<file path="config.mk">
export PLATFORM = sky130hd
export DESIGN_NAME = overcurrent_earth_fault_relay_flat
export DESIGN_NICKNAME = d
export VERILOG_FILES = /design/src/sv/oefr_pkg.sv /design/src/sv/oefr_if.sv /design/src/sv/overcurrent_earth_fault_relay.sv /design/src/sv/oefr_div.sv /design/src/flat_wrapper.sv
export SDC_FILE = /design/constraint.sdc
export NUM_CORES = 2
export LEC_CHECK = 0
export ABC_AREA = 0
export CORE_UTILIZATION = 65
export CTS_BUF_LIST = sky130_fd_sc_hd__clkbuf_2
export DETAILED_ROUTE_END_ITERATION = 10
export DONT_BUFFER_PORTS = 1
export PLACE_DENSITY = 0.81
export SLEW_MARGIN = 20
export SYNTH_ARGS = -nofsm -noshare
export SYNTH_HDL_FRONTEND = slang
export SYNTH_HIERARCHICAL = 1
export SYNTH_SLANG_ARGS = --single-unit
</file>
<file path="constraint.sdc">
create_clock -name clk -period 20.2 [get_ports clk]
set_clock_uncertainty 0.15 [all_clocks]
set_input_delay 4.04 -clock clk [delete_from_list [all_inputs] [get_ports clk]]
set_output_delay 4.04 -clock clk [all_outputs]
set_load 0.05 [all_outputs]
</file>
<file path="src/sv/oefr_pkg.sv">
`default_nettype none

package oefr_pkg;

    // sequencer steps
    typedef enum logic [3:0] {
        SQ_IDLE,
        SQ_SUMSQ,
        SQ_ROOT,
        SQ_DECIDE,
        SQ_NORM,
        SQ_LOGSQ,
        SQ_YMUL,
        SQ_SERIES,
        SQ_SDIV_GO,
        SQ_SDIV_WAIT,
        SQ_FDIV_GO,
        SQ_FDIV_WAIT,
        SQ_TRIPCHK,
        SQ_DONE
    } seq_state_t;

    typedef enum logic [1:0] {
        RS_IDLE,
        RS_PICKUP,
        RS_TRIPPED,
        RS_LOCKOUT
    } relay_state_t;

    typedef enum logic [2:0] {
        STG_NONE,
        STG_PHASE_INST,
        STG_PHASE_IDMT,
        STG_EARTH_INST,
        STG_EARTH_IDMT
    } stage_t;

    localparam logic OP_TICK  = 1'b0;
    localparam logic OP_RESET = 1'b1;

    localparam int CFG_IDX_W  = 1;
    localparam int CFG_DATA_W = 20;
    localparam logic [CFG_IDX_W-1:0] REG_PHASE_PICKUP = 1'b0;
    localparam logic [CFG_IDX_W-1:0] REG_TIME_MULT    = 1'b1;

    localparam int PICKUP_W = 20;
    localparam int TMULT_W  = 14;
    localparam int STATE_W  = 2;
    localparam int STAGE_W  = 3;
    localparam int DELAY_W  = 17;

    localparam logic [PICKUP_W-1:0] PICKUP_RESET = 20'd4000;
    localparam logic [TMULT_W-1:0]  TMULT_RESET  = 14'd1000;
    localparam logic [DELAY_W-1:0]  DELAY_MAX    = 17'd99999;

    // shared multiplier and series arithmetic
    localparam int MUL_W  = 32;
    localparam int FRAC_W = 16;
    localparam int MANT_W = 31;
    localparam int SUM_W  = 33;
    localparam int LOG_SQ_STEPS = 16;
    localparam int SERIES_TERMS = 7;
    localparam logic [MUL_W-1:0] EXP_K = 32'd59540889;

    // shared divider
    localparam int DIV_NUM_W = 50;
    localparam int DIV_DEN_W = 40;

endpackage

`default_nettype wire

</file>
<file path="src/sv/oefr_if.sv">
`default_nettype none

interface oefr_tick_if #(
    parameter int TIME_WIDTH    = 32,
    parameter int CURRENT_WIDTH = 20
);
    logic                     valid;
    logic                     ready;
    logic                     operation;
    logic [TIME_WIDTH-1:0]    time_ms;
    logic [CURRENT_WIDTH-1:0] phase_a_current;
    logic [CURRENT_WIDTH-1:0] phase_b_current;
    logic [CURRENT_WIDTH-1:0] phase_c_current;

    modport source (output valid, operation, time_ms, phase_a_current, phase_b_current,
                    phase_c_current, input ready);
    modport sink (input valid, operation, time_ms, phase_a_current, phase_b_current,
                  phase_c_current, output ready);
endinterface

interface oefr_result_if #(
    parameter int CURRENT_WIDTH = 20
);
    import oefr_pkg::*;

    logic                     valid;
    logic                     ready;
    logic                     trip_out;
    logic [STATE_W-1:0]       relay_state;
    logic [STAGE_W-1:0]       active_stage;
    logic [DELAY_W-1:0]       trip_delay_ms;
    logic [CURRENT_WIDTH-1:0] residual_current;

    modport source (output valid, trip_out, relay_state, active_stage, trip_delay_ms,
                    residual_current, input ready);
    modport sink (input valid, trip_out, relay_state, active_stage, trip_delay_ms,
                  residual_current, output ready);
endinterface

interface oefr_cfg_if;
    import oefr_pkg::*;

    logic                  valid;
    logic                  ready;
    logic [CFG_IDX_W-1:0]  index;
    logic [CFG_DATA_W-1:0] data;

    modport source (output valid, index, data, input ready);
    modport sink (input valid, index, data, output ready);
endinterface

`default_nettype wire

</file>
<file path="src/sv/overcurrent_earth_fault_relay.sv">
`default_nettype none

// channel  | dir | handshake     | payload
// ---------+-----+---------------+---------------------------------------------------
// tick     | in  | valid / ready | operation, time_ms, phase_a/b/c_current
// result   | out | valid / ready | trip_out, relay_state, active_stage,
//          |     |               | trip_delay_ms, residual_current
// cfg      | in  | valid / ready | index (0 phase_pickup, 1 time_multiplier), data
//
// one request at a time; tick.ready is high only while the sequencer is idle
// a reset request goes straight to the done state; a tick forms the residual by a sum of
// squares and a square root, and an idmt evaluation adds the log by squaring and the
// shared 50-bit divider (six series terms and the final quotient)
// one 32x32 multiplier is shared by the sum of squares, the log squarings, the y product and the series
// the result sits in an output register; the next tick is taken while it waits
// cfg is always ready; rst_n clears relay state and loads register defaults

module overcurrent_earth_fault_relay #(
    parameter int TIME_WIDTH    = 32,
    parameter int CURRENT_WIDTH = 20
) (
    input  wire logic   clk,
    input  wire logic   rst_n,
    oefr_tick_if.sink   tick,
    oefr_result_if.source result,
    oefr_cfg_if.sink    cfg
);
    import oefr_pkg::*;

    localparam int CW   = CURRENT_WIDTH;
    localparam int QW   = 2 * CW;
    localparam int LW   = (CW + 3 > PICKUP_W) ? CW + 3 : PICKUP_W;
    localparam int EW   = $clog2(LW);
    localparam int LOGW = EW + FRAC_W;
    localparam int CNT_W = $clog2(LW + 1);
    localparam int CMPW = LW + 4;
    localparam int ELW  = (TIME_WIDTH > DELAY_W) ? TIME_WIDTH : DELAY_W;

    // sequencer and relay state
    seq_state_t          seq_reg, seq_next;
    relay_state_t        prot_reg, prot_next;
    stage_t              stage_reg, stage_next;
    logic                trip_reg, trip_next;
    logic [TIME_WIDTH-1:0] start_reg, start_next;
    logic [PICKUP_W-1:0] pickup_reg, pickup_next;
    logic [TMULT_W-1:0]  tmult_reg, tmult_next;
    logic                ovalid_reg, ovalid_next;

    // working registers
    logic [CW-1:0]       a_reg, a_next, b_reg, b_next, c_reg, c_next;
    logic [TIME_WIDTH-1:0] now_reg, now_next;
    logic [QW-1:0]       acc_reg, acc_next;
    logic [CW:0]         rem_reg, rem_next;
    logic [CW-1:0]       root_reg, root_next;
    logic [CNT_W-1:0]    cnt_reg, cnt_next;
    logic [2:0]          k_reg, k_next;
    logic [LW-1:0]       lx_reg, lx_next;
    logic [EW-1:0]       e_reg, e_next;
    logic [MANT_W-1:0]   m_reg, m_next;
    logic [FRAC_W-1:0]   f_reg, f_next;
    logic [LOGW-1:0]     lc_reg, lc_next;
    logic                lsel_reg, lsel_next;
    logic [MUL_W-1:0]    y_reg, y_next;
    logic [MUL_W-1:0]    term_reg, term_next;
    logic [SUM_W-1:0]    d_reg, d_next;
    logic [DELAY_W-1:0]  delay_reg, delay_next;

    // output register
    logic                otrip_reg, otrip_next;
    relay_state_t        ostate_reg, ostate_next;
    stage_t              ostage_reg, ostage_next;
    logic [DELAY_W-1:0]  odelay_reg, odelay_next;
    logic [CW-1:0]       ores_reg, ores_next;

    // shared units
    logic [MUL_W-1:0]     mul_a, mul_b;
    logic [2*MUL_W-1:0]   mul_p;
    logic                 div_start, div_done;
    logic [DIV_NUM_W-1:0] div_num, div_quo;
    logic [DIV_DEN_W-1:0] div_den;

    // combinational helpers
    logic [CW+1:0]        rem_t, trial;
    logic [CMPW-1:0]      five_r, p_ext, mx_ext, cur_ext;
    logic [CW-1:0]        mx;
    logic [TIME_WIDTH-1:0] elapsed;
    logic [LW+MANT_W-1:0] norm_wide;
    logic [MANT_W:0]      sq;
    logic [FRAC_W-1:0]    f_new;
    logic [LOGW-1:0]      lval;
    logic [TMULT_W+3:0]   tm14;
    logic [DIV_DEN_W-1:0] d_ext;

    assign mul_p = (2*MUL_W)'(mul_a) * (2*MUL_W)'(mul_b);

    oefr_div u_div (
        .clk   (clk),
        .rst_n (rst_n),
        .start (div_start),
        .num   (div_num),
        .den   (div_den),
        .done  (div_done),
        .quo   (div_quo)
    );

    assign tick.ready = (seq_reg == SQ_IDLE);
    assign cfg.ready  = 1'b1;

    assign result.valid            = ovalid_reg;
    assign result.trip_out         = otrip_reg;
    assign result.relay_state      = ostate_reg;
    assign result.active_stage     = ostage_reg;
    assign result.trip_delay_ms    = odelay_reg;
    assign result.residual_current = ores_reg;

    always_comb
    begin
        seq_next    = seq_reg;
        prot_next   = prot_reg;
        stage_next  = stage_reg;
        trip_next   = trip_reg;
        start_next  = start_reg;
        pickup_next = pickup_reg;
        tmult_next  = tmult_reg;
        ovalid_next = ovalid_reg;
        a_next      = a_reg;
        b_next      = b_reg;
        c_next      = c_reg;
        now_next    = now_reg;
        acc_next    = acc_reg;
        rem_next    = rem_reg;
        root_next   = root_reg;
        cnt_next    = cnt_reg;
        k_next      = k_reg;
        lx_next     = lx_reg;
        e_next      = e_reg;
        m_next      = m_reg;
        f_next      = f_reg;
        lc_next     = lc_reg;
        lsel_next   = lsel_reg;
        y_next      = y_reg;
        term_next   = term_reg;
        d_next      = d_reg;
        delay_next  = delay_reg;
        otrip_next  = otrip_reg;
        ostate_next = ostate_reg;
        ostage_next = ostage_reg;
        odelay_next = odelay_reg;
        ores_next   = ores_reg;
        mul_a       = '0;
        mul_b       = '0;
        div_start   = 1'b0;
        div_num     = '0;
        div_den     = '0;

        // digit-serial square root step
        rem_t = {rem_reg[CW-1:0], acc_reg[QW-1 -: 2]};
        trial = {root_reg, 2'b01};

        // decision values
        five_r  = (CMPW'(root_reg) << 2) + CMPW'(root_reg);
        p_ext   = CMPW'(pickup_reg);
        mx      = (a_reg > b_reg) ? a_reg : b_reg;
        if (c_reg > mx)
        begin
            mx = c_reg;
        end
        mx_ext  = CMPW'(mx);
        cur_ext = (stage_reg == STG_EARTH_IDMT) ? five_r : mx_ext;
        elapsed = now_reg - start_reg;

        // log2 mantissa: top bits of the normalized word, then squaring
        norm_wide = {lx_reg, {MANT_W{1'b0}}};
        sq        = mul_p[2*MANT_W-1 -: MANT_W+1];
        f_new     = {f_reg[FRAC_W-2:0], sq[MANT_W]};
        lval      = {e_reg, f_new};

        tm14  = (TMULT_W+4)'(tmult_reg) * 18'd0 + ((TMULT_W+4)'(tmult_reg) << 4)
                - ((TMULT_W+4)'(tmult_reg) << 1);
        d_ext = (DIV_DEN_W'(d_reg) << 6) + (DIV_DEN_W'(d_reg) << 5) + (DIV_DEN_W'(d_reg) << 2);

        if (result.ready)
        begin
            ovalid_next = 1'b0;
        end

        // configuration writes
        if (cfg.valid)
        begin
            case (cfg.index)
                REG_PHASE_PICKUP: pickup_next = cfg.data;
                REG_TIME_MULT:    tmult_next  = cfg.data[TMULT_W-1:0];
                default:          ;
            endcase
        end

        case (seq_reg)
            SQ_IDLE:
            begin
                if (tick.valid)
                begin
                    a_next   = tick.phase_a_current;
                    b_next   = tick.phase_b_current;
                    c_next   = tick.phase_c_current;
                    now_next = tick.time_ms;
                    if (tick.operation == OP_RESET)
                    begin
                        prot_next  = RS_IDLE;
                        stage_next = STG_NONE;
                        trip_next  = 1'b0;
                        root_next  = '0;
                        delay_next = '0;
                        seq_next   = SQ_DONE;
                    end
                    else
                    begin
                        acc_next = '0;
                        k_next   = '0;
                        seq_next = SQ_SUMSQ;
                    end
                end
            end

            // q = a^2 + b^2 + c^2 - ab - bc - ca, one product per cycle
            SQ_SUMSQ:
            begin
                case (k_reg)
                    3'd0:
                    begin
                        mul_a = MUL_W'(a_reg);
                        mul_b = MUL_W'(a_reg);
                    end
                    3'd1:
                    begin
                        mul_a = MUL_W'(b_reg);
                        mul_b = MUL_W'(b_reg);
                    end
                    3'd2:
                    begin
                        mul_a = MUL_W'(c_reg);
                        mul_b = MUL_W'(c_reg);
                    end
                    3'd3:
                    begin
                        mul_a = MUL_W'(a_reg);
                        mul_b = MUL_W'(b_reg);
                    end
                    3'd4:
                    begin
                        mul_a = MUL_W'(b_reg);
                        mul_b = MUL_W'(c_reg);
                    end
                    default:
                    begin
                        mul_a = MUL_W'(c_reg);
                        mul_b = MUL_W'(a_reg);
                    end
                endcase
                if (k_reg < 3'd3)
                begin
                    acc_next = acc_reg + QW'(mul_p);
                end
                else
                begin
                    acc_next = acc_reg - QW'(mul_p);
                end
                if (k_reg == 3'd5)
                begin
                    rem_next  = '0;
                    root_next = '0;
                    cnt_next  = '0;
                    seq_next  = SQ_ROOT;
                end
                else
                begin
                    k_next = k_reg + 1'b1;
                end
            end

            SQ_ROOT:
            begin
                if (rem_t >= trial)
                begin
                    rem_next  = CW'(rem_t - trial);
                    root_next = {root_reg[CW-2:0], 1'b1};
                end
                else
                begin
                    rem_next  = rem_t[CW:0];
                    root_next = {root_reg[CW-2:0], 1'b0};
                end
                acc_next = acc_reg << 2;
                if (cnt_reg == CNT_W'(CW - 1))
                begin
                    seq_next = SQ_DECIDE;
                end
                else
                begin
                    cnt_next = cnt_reg + 1'b1;
                end
            end

            SQ_DECIDE:
            begin
                delay_next = '0;
                seq_next   = SQ_DONE;
                case (prot_reg)
                    RS_IDLE:
                    begin
                        // earth fault has priority over phase fault
                        if (five_r > p_ext)
                        begin
                            stage_next = (CMPW'(root_reg) > (p_ext << 1)) ?
                                         STG_EARTH_INST : STG_EARTH_IDMT;
                            prot_next  = RS_PICKUP;
                            start_next = now_reg;
                        end
                        else if (mx_ext > p_ext)
                        begin
                            stage_next = (mx_ext > ((p_ext << 3) + (p_ext << 1))) ?
                                         STG_PHASE_INST : STG_PHASE_IDMT;
                            prot_next  = RS_PICKUP;
                            start_next = now_reg;
                        end
                    end
                    RS_PICKUP:
                    begin
                        if (stage_reg == STG_PHASE_INST || stage_reg == STG_EARTH_INST)
                        begin
                            seq_next = SQ_TRIPCHK;
                        end
                        else if (cur_ext <= p_ext)
                        begin
                            delay_next = DELAY_MAX;
                            seq_next   = SQ_TRIPCHK;
                        end
                        else
                        begin
                            lx_next   = cur_ext[LW-1:0];
                            e_next    = EW'(LW - 1);
                            lsel_next = 1'b0;
                            seq_next  = SQ_NORM;
                        end
                    end
                    RS_TRIPPED:
                    begin
                        prot_next = RS_LOCKOUT;
                    end
                    default:
                    begin
                    end
                endcase
            end

            // shift left until the msb is set, tracking the exponent
            SQ_NORM:
            begin
                if (lx_reg[LW-1])
                begin
                    m_next   = norm_wide[LW+MANT_W-1 -: MANT_W];
                    f_next   = '0;
                    cnt_next = '0;
                    seq_next = SQ_LOGSQ;
                end
                else
                begin
                    lx_next = lx_reg << 1;
                    e_next  = e_reg - 1'b1;
                end
            end

            // one fraction bit per squaring of the mantissa
            SQ_LOGSQ:
            begin
                mul_a  = MUL_W'(m_reg);
                mul_b  = MUL_W'(m_reg);
                f_next = f_new;
                if (sq[MANT_W])
                begin
                    m_next = sq[MANT_W:1];
                end
                else
                begin
                    m_next = sq[MANT_W-1:0];
                end
                if (cnt_reg == CNT_W'(LOG_SQ_STEPS - 1))
                begin
                    if (!lsel_reg)
                    begin
                        lc_next   = lval;
                        lx_next   = (pickup_reg == '0) ? LW'(1) : LW'(pickup_reg);
                        e_next    = EW'(LW - 1);
                        lsel_next = 1'b1;
                        seq_next  = SQ_NORM;
                    end
                    else if (lc_reg <= lval)
                    begin
                        delay_next = DELAY_MAX;
                        seq_next   = SQ_TRIPCHK;
                    end
                    else
                    begin
                        lc_next  = lc_reg - lval;
                        seq_next = SQ_YMUL;
                    end
                end
                else
                begin
                    cnt_next = cnt_reg + 1'b1;
                end
            end

            // y = L * 0.02 ln2 in Q32
            SQ_YMUL:
            begin
                mul_a     = MUL_W'(lc_reg);
                mul_b     = EXP_K;
                y_next    = mul_p[MUL_W+FRAC_W-1:FRAC_W];
                term_next = mul_p[MUL_W+FRAC_W-1:FRAC_W];
                d_next    = '0;
                k_next    = 3'd1;
                seq_next  = SQ_SERIES;
            end

            // exp(y) - 1 series, next term = term * y / (k + 1)
            SQ_SERIES:
            begin
                d_next = d_reg + SUM_W'(term_reg);
                if (k_reg == 3'(SERIES_TERMS))
                begin
                    seq_next = SQ_FDIV_GO;
                end
                else
                begin
                    mul_a     = term_reg;
                    mul_b     = y_reg;
                    term_next = mul_p[2*MUL_W-1:MUL_W];
                    seq_next  = SQ_SDIV_GO;
                end
            end

            SQ_SDIV_GO:
            begin
                div_start = 1'b1;
                div_num   = DIV_NUM_W'(term_reg);
                div_den   = DIV_DEN_W'(k_reg) + 1'b1;
                seq_next  = SQ_SDIV_WAIT;
            end

            SQ_SDIV_WAIT:
            begin
                if (div_done)
                begin
                    term_next = div_quo[MUL_W-1:0];
                    k_next    = k_reg + 1'b1;
                    seq_next  = SQ_SERIES;
                end
            end

            // delay = tm * 14 * 2^32 / (100 * d)
            SQ_FDIV_GO:
            begin
                if (d_reg == '0)
                begin
                    delay_next = DELAY_MAX;
                    seq_next   = SQ_TRIPCHK;
                end
                else
                begin
                    div_start = 1'b1;
                    div_num   = {tm14, {(DIV_NUM_W-TMULT_W-4){1'b0}}};
                    div_den   = d_ext;
                    seq_next  = SQ_FDIV_WAIT;
                end
            end

            SQ_FDIV_WAIT:
            begin
                if (div_done)
                begin
                    delay_next = (div_quo > DIV_NUM_W'(DELAY_MAX)) ? DELAY_MAX :
                                 div_quo[DELAY_W-1:0];
                    seq_next   = SQ_TRIPCHK;
                end
            end

            SQ_TRIPCHK:
            begin
                if (ELW'(elapsed) >= ELW'(delay_reg))
                begin
                    trip_next  = 1'b1;
                    prot_next  = RS_TRIPPED;
                    start_next = now_reg;
                end
                seq_next = SQ_DONE;
            end

            SQ_DONE:
            begin
                if (!ovalid_reg || result.ready)
                begin
                    otrip_next  = trip_reg;
                    ostate_next = prot_reg;
                    ostage_next = stage_reg;
                    odelay_next = delay_reg;
                    ores_next   = root_reg;
                    ovalid_next = 1'b1;
                    seq_next    = SQ_IDLE;
                end
            end

            default:
            begin
                seq_next = SQ_IDLE;
            end
        endcase
    end

    always_ff @(posedge clk or negedge rst_n)
    begin
        if (!rst_n)
        begin
            seq_reg    <= SQ_IDLE;
            prot_reg   <= RS_IDLE;
            stage_reg  <= STG_NONE;
            trip_reg   <= 1'b0;
            start_reg  <= '0;
            pickup_reg <= PICKUP_RESET;
            tmult_reg  <= TMULT_RESET;
            ovalid_reg <= 1'b0;
            cnt_reg    <= '0;
            k_reg      <= '0;
            lsel_reg   <= 1'b0;
        end
        else
        begin
            seq_reg    <= seq_next;
            prot_reg   <= prot_next;
            stage_reg  <= stage_next;
            trip_reg   <= trip_next;
            start_reg  <= start_next;
            pickup_reg <= pickup_next;
            tmult_reg  <= tmult_next;
            ovalid_reg <= ovalid_next;
            cnt_reg    <= cnt_next;
            k_reg      <= k_next;
            lsel_reg   <= lsel_next;
        end
    end

    always_ff @(posedge clk)
    begin
        a_reg      <= a_next;
        b_reg      <= b_next;
        c_reg      <= c_next;
        now_reg    <= now_next;
        acc_reg    <= acc_next;
        rem_reg    <= rem_next;
        root_reg   <= root_next;
        lx_reg     <= lx_next;
        e_reg      <= e_next;
        m_reg      <= m_next;
        f_reg      <= f_next;
        lc_reg     <= lc_next;
        y_reg      <= y_next;
        term_reg   <= term_next;
        d_reg      <= d_next;
        delay_reg  <= delay_next;
        otrip_reg  <= otrip_next;
        ostate_reg <= ostate_next;
        ostage_reg <= ostage_next;
        odelay_reg <= odelay_next;
        ores_reg   <= ores_next;
    end

endmodule

`default_nettype wire

</file>
<file path="src/sv/oefr_div.sv">
`default_nettype none

module oefr_div (
    input  wire logic                           clk,
    input  wire logic                           rst_n,
    input  wire logic                           start,
    input  wire logic [oefr_pkg::DIV_NUM_W-1:0] num,
    input  wire logic [oefr_pkg::DIV_DEN_W-1:0] den,
    output logic                                done,
    output logic [oefr_pkg::DIV_NUM_W-1:0]      quo
);
    import oefr_pkg::*;

    localparam int CNT_W = $clog2(DIV_NUM_W + 1);

    logic                 busy_reg, busy_next;
    logic                 done_reg, done_next;
    logic [CNT_W-1:0]     cnt_reg, cnt_next;
    logic [DIV_DEN_W:0]   rem_reg, rem_next;
    logic [DIV_NUM_W-1:0] quo_reg, quo_next;
    logic [DIV_DEN_W-1:0] den_reg, den_next;
    logic [DIV_DEN_W:0]   rem_sh;

    // restoring division, one quotient bit per cycle
    always_comb
    begin
        busy_next = busy_reg;
        done_next = 1'b0;
        cnt_next  = cnt_reg;
        rem_next  = rem_reg;
        quo_next  = quo_reg;
        den_next  = den_reg;
        rem_sh    = {rem_reg[DIV_DEN_W-1:0], quo_reg[DIV_NUM_W-1]};
        if (start)
        begin
            busy_next = 1'b1;
            cnt_next  = '0;
            rem_next  = '0;
            quo_next  = num;
            den_next  = den;
        end
        else if (busy_reg)
        begin
            if (rem_sh >= {1'b0, den_reg})
            begin
                rem_next = rem_sh - {1'b0, den_reg};
                quo_next = {quo_reg[DIV_NUM_W-2:0], 1'b1};
            end
            else
            begin
                rem_next = rem_sh;
                quo_next = {quo_reg[DIV_NUM_W-2:0], 1'b0};
            end
            if (cnt_reg == CNT_W'(DIV_NUM_W - 1))
            begin
                busy_next = 1'b0;
                done_next = 1'b1;
            end
            else
            begin
                cnt_next = cnt_reg + 1'b1;
            end
        end
    end

    always_ff @(posedge clk or negedge rst_n)
    begin
        if (!rst_n)
        begin
            busy_reg <= 1'b0;
            done_reg <= 1'b0;
            cnt_reg  <= '0;
        end
        else
        begin
            busy_reg <= busy_next;
            done_reg <= done_next;
            cnt_reg  <= cnt_next;
        end
    end

    always_ff @(posedge clk)
    begin
        rem_reg <= rem_next;
        quo_reg <= quo_next;
        den_reg <= den_next;
    end

    assign done = done_reg;
    assign quo  = quo_reg;

endmodule

`default_nettype wire

</file>
<file path="src/flat_wrapper.sv">
// flat-port wrapper written by rule: the top's interface ports become plain ports
module overcurrent_earth_fault_relay_flat import oefr_pkg::*;
#(
    parameter int TIME_WIDTH    = 32,
    parameter int CURRENT_WIDTH = 20
)
  (clk, rst_n, tick_valid, tick_operation, tick_time_ms, tick_phase_a_current, tick_phase_b_current, tick_phase_c_current, tick_ready, result_valid, result_trip_out, result_relay_state, result_active_stage, result_trip_delay_ms, result_residual_current, result_ready, cfg_valid, cfg_index, cfg_data, cfg_ready);
  oefr_tick_if #(.TIME_WIDTH(TIME_WIDTH), .CURRENT_WIDTH(CURRENT_WIDTH)) tick_i ();
  oefr_result_if #(.CURRENT_WIDTH(CURRENT_WIDTH)) result_i ();
  oefr_cfg_if cfg_i ();
  input  wire logic clk;
  input  wire logic rst_n;
  input wire logic [$bits(tick_i.valid)-1:0] tick_valid;
  input wire logic [$bits(tick_i.operation)-1:0] tick_operation;
  input wire logic [$bits(tick_i.time_ms)-1:0] tick_time_ms;
  input wire logic [$bits(tick_i.phase_a_current)-1:0] tick_phase_a_current;
  input wire logic [$bits(tick_i.phase_b_current)-1:0] tick_phase_b_current;
  input wire logic [$bits(tick_i.phase_c_current)-1:0] tick_phase_c_current;
  output wire logic [$bits(tick_i.ready)-1:0] tick_ready;
  output wire logic [$bits(result_i.valid)-1:0] result_valid;
  output wire logic [$bits(result_i.trip_out)-1:0] result_trip_out;
  output wire logic [$bits(result_i.relay_state)-1:0] result_relay_state;
  output wire logic [$bits(result_i.active_stage)-1:0] result_active_stage;
  output wire logic [$bits(result_i.trip_delay_ms)-1:0] result_trip_delay_ms;
  output wire logic [$bits(result_i.residual_current)-1:0] result_residual_current;
  input wire logic [$bits(result_i.ready)-1:0] result_ready;
  input wire logic [$bits(cfg_i.valid)-1:0] cfg_valid;
  input wire logic [$bits(cfg_i.index)-1:0] cfg_index;
  input wire logic [$bits(cfg_i.data)-1:0] cfg_data;
  output wire logic [$bits(cfg_i.ready)-1:0] cfg_ready;
  assign tick_i.valid = tick_valid;
  assign tick_i.operation = tick_operation;
  assign tick_i.time_ms = tick_time_ms;
  assign tick_i.phase_a_current = tick_phase_a_current;
  assign tick_i.phase_b_current = tick_phase_b_current;
  assign tick_i.phase_c_current = tick_phase_c_current;
  assign tick_ready = tick_i.ready;
  assign result_valid = result_i.valid;
  assign result_trip_out = result_i.trip_out;
  assign result_relay_state = result_i.relay_state;
  assign result_active_stage = result_i.active_stage;
  assign result_trip_delay_ms = result_i.trip_delay_ms;
  assign result_residual_current = result_i.residual_current;
  assign result_i.ready = result_ready;
  assign cfg_i.valid = cfg_valid;
  assign cfg_i.index = cfg_index;
  assign cfg_i.data = cfg_data;
  assign cfg_ready = cfg_i.ready;
  overcurrent_earth_fault_relay #(.TIME_WIDTH(TIME_WIDTH), .CURRENT_WIDTH(CURRENT_WIDTH)) u_core (.clk(clk), .rst_n(rst_n), .tick(tick_i), .result(result_i), .cfg(cfg_i));
endmodule
</file>
== Yosys cells after proc, flatten, opt, wreduce, memory -nomap -nowiden ==
Cells that the tools add are included.

* Add/subtract/negate cells: 17
* Order comparisons: 13
* Mux-type cells: 137
* Reduce and logical (&&, ||, !) cells: 49
* Bitwise gates (word level): 1
* $mul: 1
* Equal/unequal tests: 56

{| class="wikitable"
|+ Operator list
! cell !! count
|-
| $mux W32 || 8
|-
| $pmux W32 S4 || 2
|-
| $mux W40 || 5
|-
| $mux W17 || 11
|-
| $mux W20 || 8
|-
| $mux W50 || 3
|-
| $mux W23 || 6
|-
| $pmux W20 S2 || 3
|-
| $pmux W40 S3 || 1
|-
| $pmux W50 S2 || 1
|-
| $pmux W32 S3 || 1
|-
| $pmux W17 S5 || 1
|-
| $pmux W40 S2 || 1
|-
| $sub A40 B40 Y40 || 2
|-
| $pmux W23 S3 || 1
|-
| $pmux W33 S2 || 1
|-
| $mul A32 B32 Y64 || 1
|-
| $pmux W32 S2 || 1
|-
| $mux W31 || 2
|-
| $pmux W31 S2 || 1
|-
| $gt A20 B20 Y1 || 3
|-
| $pmux W20 S3 || 1
|-
| $mux W4 || 14
|-
| $pmux W4 S14 || 1
|-
| 78 further kinds || 195
|}

* Output and inout bits: 46
* Bits in registers: 648

== Depth between registers and ports, before layout ==
* Depth after elaboration: 10
* Depth in mapped cells: 55
* Depth with buffers taken out: 50

== Cells and area by module ==
Netlist, hierarchy kept.

{| class="wikitable"
|+ Modules (own cells, without submodules)
! module !! times used !! cells an instance !! area an instance (um2) !! seq. area each (um2)
|-
| overcurrent_earth_fault_relay || 1 || 7857 || 71462.3 || 14899.3
|-
| oefr_div || 1 || 758 || 7926.4 || 3703.6
|}

== Worst setup path after synthesis ==
No wires, ideal clock.

* Kind: register -> register
* Start point: register u_core.k_reg[0]
* End point: register u_core.delay_reg[0] (enable)
* Path buffers: 4
* Required time: 19.632 ns
* Library setup time: 0.418 ns
* Stages on the path, launching flop included: 51
* Data arrival time: 13.442 ns
* Period minus slack after synthesis: 14.010 ns
* Slack: 6.190 ns
* Path through: dfrtp_1 -> ha_1 -> ha_1 -> a21o_1 -> clkbuf_1 -> a221oi_1 -> nor3_1 -> a2111oi_0 -> clkbuf_1 -> nor2_1 -> fa_1 -> inv_1 -> fa_1 -> fa_1 -> fa_1 -> inv_1 -> fa_1 -> inv_1 -> [... 15 more ...] -> a31oi_1 -> o21ai_2 -> xor2_2 -> buf_2 -> ha_1 -> nor2b_1 -> o21ai_0 -> a21oi_1 -> o21ai_0 -> a21oi_1 -> o21ai_0 -> o311ai_0 -> a31o_2 -> a21oi_1 -> a21oi_1 -> nor2_1 -> o21ai_0 -> a211oi_1

* Word-level cells in the longest chain between the ends: 8

{| class="wikitable"
|+ Ends and longest elaborated chain
! item !! line !! text
|-
| start, declared || overcurrent_earth_fault_relay.sv:56 || <nowiki>logic [2:0] k_reg, k_next;</nowiki>
|-
| start signal, assigned || overcurrent_earth_fault_relay.sv:546 || <nowiki>k_reg <= k_next;</nowiki>
|-
| $eq A3 B1 Y1 (tied with other cells) || overcurrent_earth_fault_relay.sv:227 || <nowiki>case (k_reg)</nowiki>
|-
| $reduce_or A2 Y1 (no line) || -- ||
|-
| $pmux W20 S2 || overcurrent_earth_fault_relay.sv:227 ||
|-
| $pmux W32 S4 || overcurrent_earth_fault_relay.sv:197 || <nowiki>case (seq_reg)</nowiki>
|-
| $mul A32 B32 Y64 (*) || overcurrent_earth_fault_relay.sv:94 || <nowiki>assign mul_p = (2*MUL_W)'(mul_a) * (2*MUL_W)'(mul_b);</nowiki>
|-
| net u_core.mul_p[61] || overcurrent_earth_fault_relay.sv:77 || <nowiki>logic [2*MUL_W-1:0] mul_p;</nowiki>
|-
| $le A21 B21 Y1 (*) || overcurrent_earth_fault_relay.sv:396 || <nowiki>else if (lc_reg <= lval)</nowiki>
|-
| $ne A2 B1 Y1 (no line) (*) || -- ||
|-
| $reduce_and A8 Y1 (no line) (*) || -- ||
|-
| end signal, assigned || overcurrent_earth_fault_relay.sv:568 || <nowiki>delay_reg <= delay_next;</nowiki>
|-
| end, declared || overcurrent_earth_fault_relay.sv:66 || <nowiki>logic [DELAY_W-1:0] delay_reg, delay_next;</nowiki>
|}

Mark *: on every way through the listed nets, which the timed path passes. The rest lies on a longest branch.
A chain may end at the register's enable or synchronous reset.

== Worst setup path in the final report ==
* Start point: register u_core.seq_reg[2]
* End point: register u_core.delay_reg[6] (enable)

* Word-level cells in the longest chain between the ends: 6

{| class="wikitable"
|+ Ends and longest elaborated chain
! item !! line !! text
|-
| start, declared || overcurrent_earth_fault_relay.sv:40 || <nowiki>seq_state_t seq_reg, seq_next;</nowiki>
|-
| start signal, assigned || overcurrent_earth_fault_relay.sv:537 || <nowiki>seq_reg <= seq_next;</nowiki>
|-
| $eq A4 B3 Y1 / $eq A4 B1 Y1 (equally long branches) || overcurrent_earth_fault_relay.sv:197 ||
|-
| $pmux W32 S4 || overcurrent_earth_fault_relay.sv:197 ||
|-
| $mul A32 B32 Y64 || overcurrent_earth_fault_relay.sv:94 ||
|-
| $le A21 B21 Y1 || overcurrent_earth_fault_relay.sv:396 ||
|-
| $ne A2 B1 Y1 (no line) || -- ||
|-
| $reduce_and A8 Y1 (no line) (*) || -- ||
|}

Mark *: on every way between the ends. The rest lies on a longest branch, timed or not.

==> flow_summary.yaml <==
logic_synthesis:
  syn_avg_cell_area_um2: 9.22
  yosys_warnings: 6
  yosysTopAreaCellShare_pct: 23.5
  ys_types: 108
  netlist_area_um2: 79400
  synth_edf_count: 514
  synth_seq_cells: 648
  synth_area_leaders: "fa_1 (24%), edfxtp_1 (19%), ha_1 (11%)"
  synth_cells: 8615
  yosysTopAreaCell: "fa_1"
  synth_nets: 10400
  ys_async_sr_fraction_pct: 14.5
  synth-seq-area-share_pct: 23.4
  synth_commonest_cells: "inv_1 (1282), nor2_1 (983), fa_1 (933)"
  synth.most_common_cell: "inv_1"
  synthFlopType: "edfxtp_1"
layout:
  layout-drive-gt1-share_pct: 7.52
  final_nets: 10300
  register_area_um2: 18600
  largest_reg_flops: 50
  fillers: 9384
  area_growth_pct: 4.49
  multi_input_area_um2: 54800
floorplan:
  die-area_um2: 124000
  die_w_um: 351
  die_h_um: 351
  boundaryPins: 165
  core_area_um2: 120000
  initial_utilization_pct: 65.9
  rows: 127
critical_path:
  required_ps: 21270
  rr_worst_depth: 47
  worst-setup-path-type: "flip-flop to flip-flop"
  crit_top_cell: "fa_1"
  cp_slowest_cell: "a211oi_1"
  cp-end-kind: "flip-flop"
  crit_fanout: 46
  startpoint: "u_core/seq_reg[2]$_DFFE_PN0P_"
  slowest_delay_ps: 900
  crit_path_start_kind: "flip-flop"
  timing.rr.start: "u_core/seq_reg[2]$_DFFE_PN0P_"
  cp_num_buf_inv: 9
  timing.rr.end: "u_core/delay_reg[6]$_DFFE_PP_"
  arrival_ps: 16840
  cp.depth: 47
  timing.reg2reg.setup_slack_ps: 4430
  endpoint: "u_core/delay_reg[6]$_DFFE_PP_"
  critPathTopFamily: "compound AO/OA/AOI/OAI gates"
placement:
  io_buffers: 0
  dp_hpwl_mm: 199
  gp_congestion: 1.10
timing:
  worstMarginPinSlew_ps: 1430
  layout_min_cycle_time_ps: 15770
  setup_violations: 0
  slew_viol_final: 0
  clock.fmax_mhz: 63.4
  tns_ps: 0
  hold_viol: 0
  slew_headroom_pct: 4.09
  rsz0062_at_grt: "false"
  period_share_pct: 78.1
route:
  wl_met3_mm: 37.1
  wl_mm: 261
  drc_errors: 2
  maxUsedRoutingLayer: "met5"
  routedWlPerCell_um: 25.3
  first_pass_iters: 11
  wl_met2_mm: 111
  wl_met1_mm: 94.2
  drtIter0Drc: 8403
  viasPerCell: 6.45
  antenna_left: 0
  vias: 66600
hold_path:
  hold_start: "u_core/trip_reg$_DFFE_PN0P_"
  hp-class: "flip-flop to flip-flop"
global_route:
  grt_pass1_wl_mm: 394
  grt_use_total_pct: 42.6
  grt_pass1_vias: 67100
  globalRouteOverflowTotal: 0
  grt_max_degree: 95
  antenna_found_initial: 18
clocking:
  cts_resized: 0
  numCtsBuffers: 164
  clkSlewWorstSetupHoldPaths_ps: 100
  clock_path_buffers: 3
  post_cts_buffers: 0
  ctsHoldBuffers: 0
  clk_latency_ps: 1600
  cts_max_level: 4
  cts_num_sinks: 648
  tritoncts: "built"
  cts_root_buf: "clkbuf_2"
run:
  cap_violations: 0
status:
  violations: "design-rule violations"
  status: "finished, violations left"
routing by layer:
layer	vias to the layer above	global-route usage, %
li1	28700	-
met1	32200	53.5
met2	4493	62.7
met3	1167	15.3
met4	22	26.4
met5	-	0.235
area by class of cell:
cell class                 count  area share [%]
clock buffer                 223            1.35
antenna                       13          0.0392
tap                         1612            2.43
inverter                    1283            5.81
multi-input combinational   6309            66.0
clock inverter                73           0.490
sequential                   648            22.4
timing repair buffer         157            1.42
worst register-to-register path, delay by kind of cell (launching register included):
| kind | cells | cell delay [ps] |
|---|---|---|
| xor gates and xnor gates | 1 | 140 |
| adders and majority gates | 10 | 4850 |
| and+or+nand+nor | 5 | 1810 |
| AOI/OAI and AO/OA | 22 | 6690 |
| buffers and inverters | 9 | 1120 |
| DFF | 1 | 670 |
cells by family after synthesis:
| family | after synthesis | synth area share [%] |
|---|---|---|
| multiplexers | 216 | 3.05 |
| flip-flops | 648 | 23.4 |
| other | 2 | 0.00946 |
| XOR/XNOR | 307 | 3.40 |
| AND/OR/NAND/NOR | 2587 | 14.3 |
| buffers and inverters | 1658 | 7.97 |
| AO/OA/AOI/OAI | 1547 | 13.0 |
| adder cells (fa/ha/maj) | 1650 | 34.8 |
through the flow:
step	area [um^2]	std cells	hold WS [ps]	setup slack [ps]	utilization, %
after global routing	82900	10300	335	3910	68.9
after detailed placement	81400	10000	297	4940	67.6
after CTS	82900	10300	315	4890	68.8
after floorplan	79400	8615	269	6190	-
final	82900	10300	309	4430	68.9
after global placement	81400	10000	291	5390	67.5
how the worst min path moves through the flow:
stage	to	slack [ps]	cells past startpoint
CTS	u_core/result.trip_out$_DFFE_PP_	310	0
floorplan	u_core/result.trip_out$_DFFE_PP_	270	0
finish	u_core/result.trip_out$_DFFE_PP_	310	0
detailed placement	u_core/result.trip_out$_DFFE_PP_	300	0
global route	u_core/result.trip_out$_DFFE_PP_	340	0
global placement	u_core/result.trip_out$_DFFE_PP_	290	0
cells in the final DEF (no fill, tap or decap), types with 76 or more instances in the layout:
master	netlist	final
nand2_1	918	915
a21oi_1	364	362
dfrtp_1	82	81
ha_1	717	717
mux2i_1	99	98
inv_1	1282	1281
buf_4	4	157
mux2_2	87	87
and2_1	85	84
nor2_1	983	976
nand2b_1	76	76
xor2_1	126	126
nor3_1	100	96
edfxtp_1	514	514
xnor2_1	180	177
nand4_1	83	83
a21o_1	186	186
o21ai_0	338	333
fa_1	933	933
clkbuf_2	0	223
Power is not shown: default switching activity piles up to over one toggle a cycle in this logic, so the estimate is an artifact.
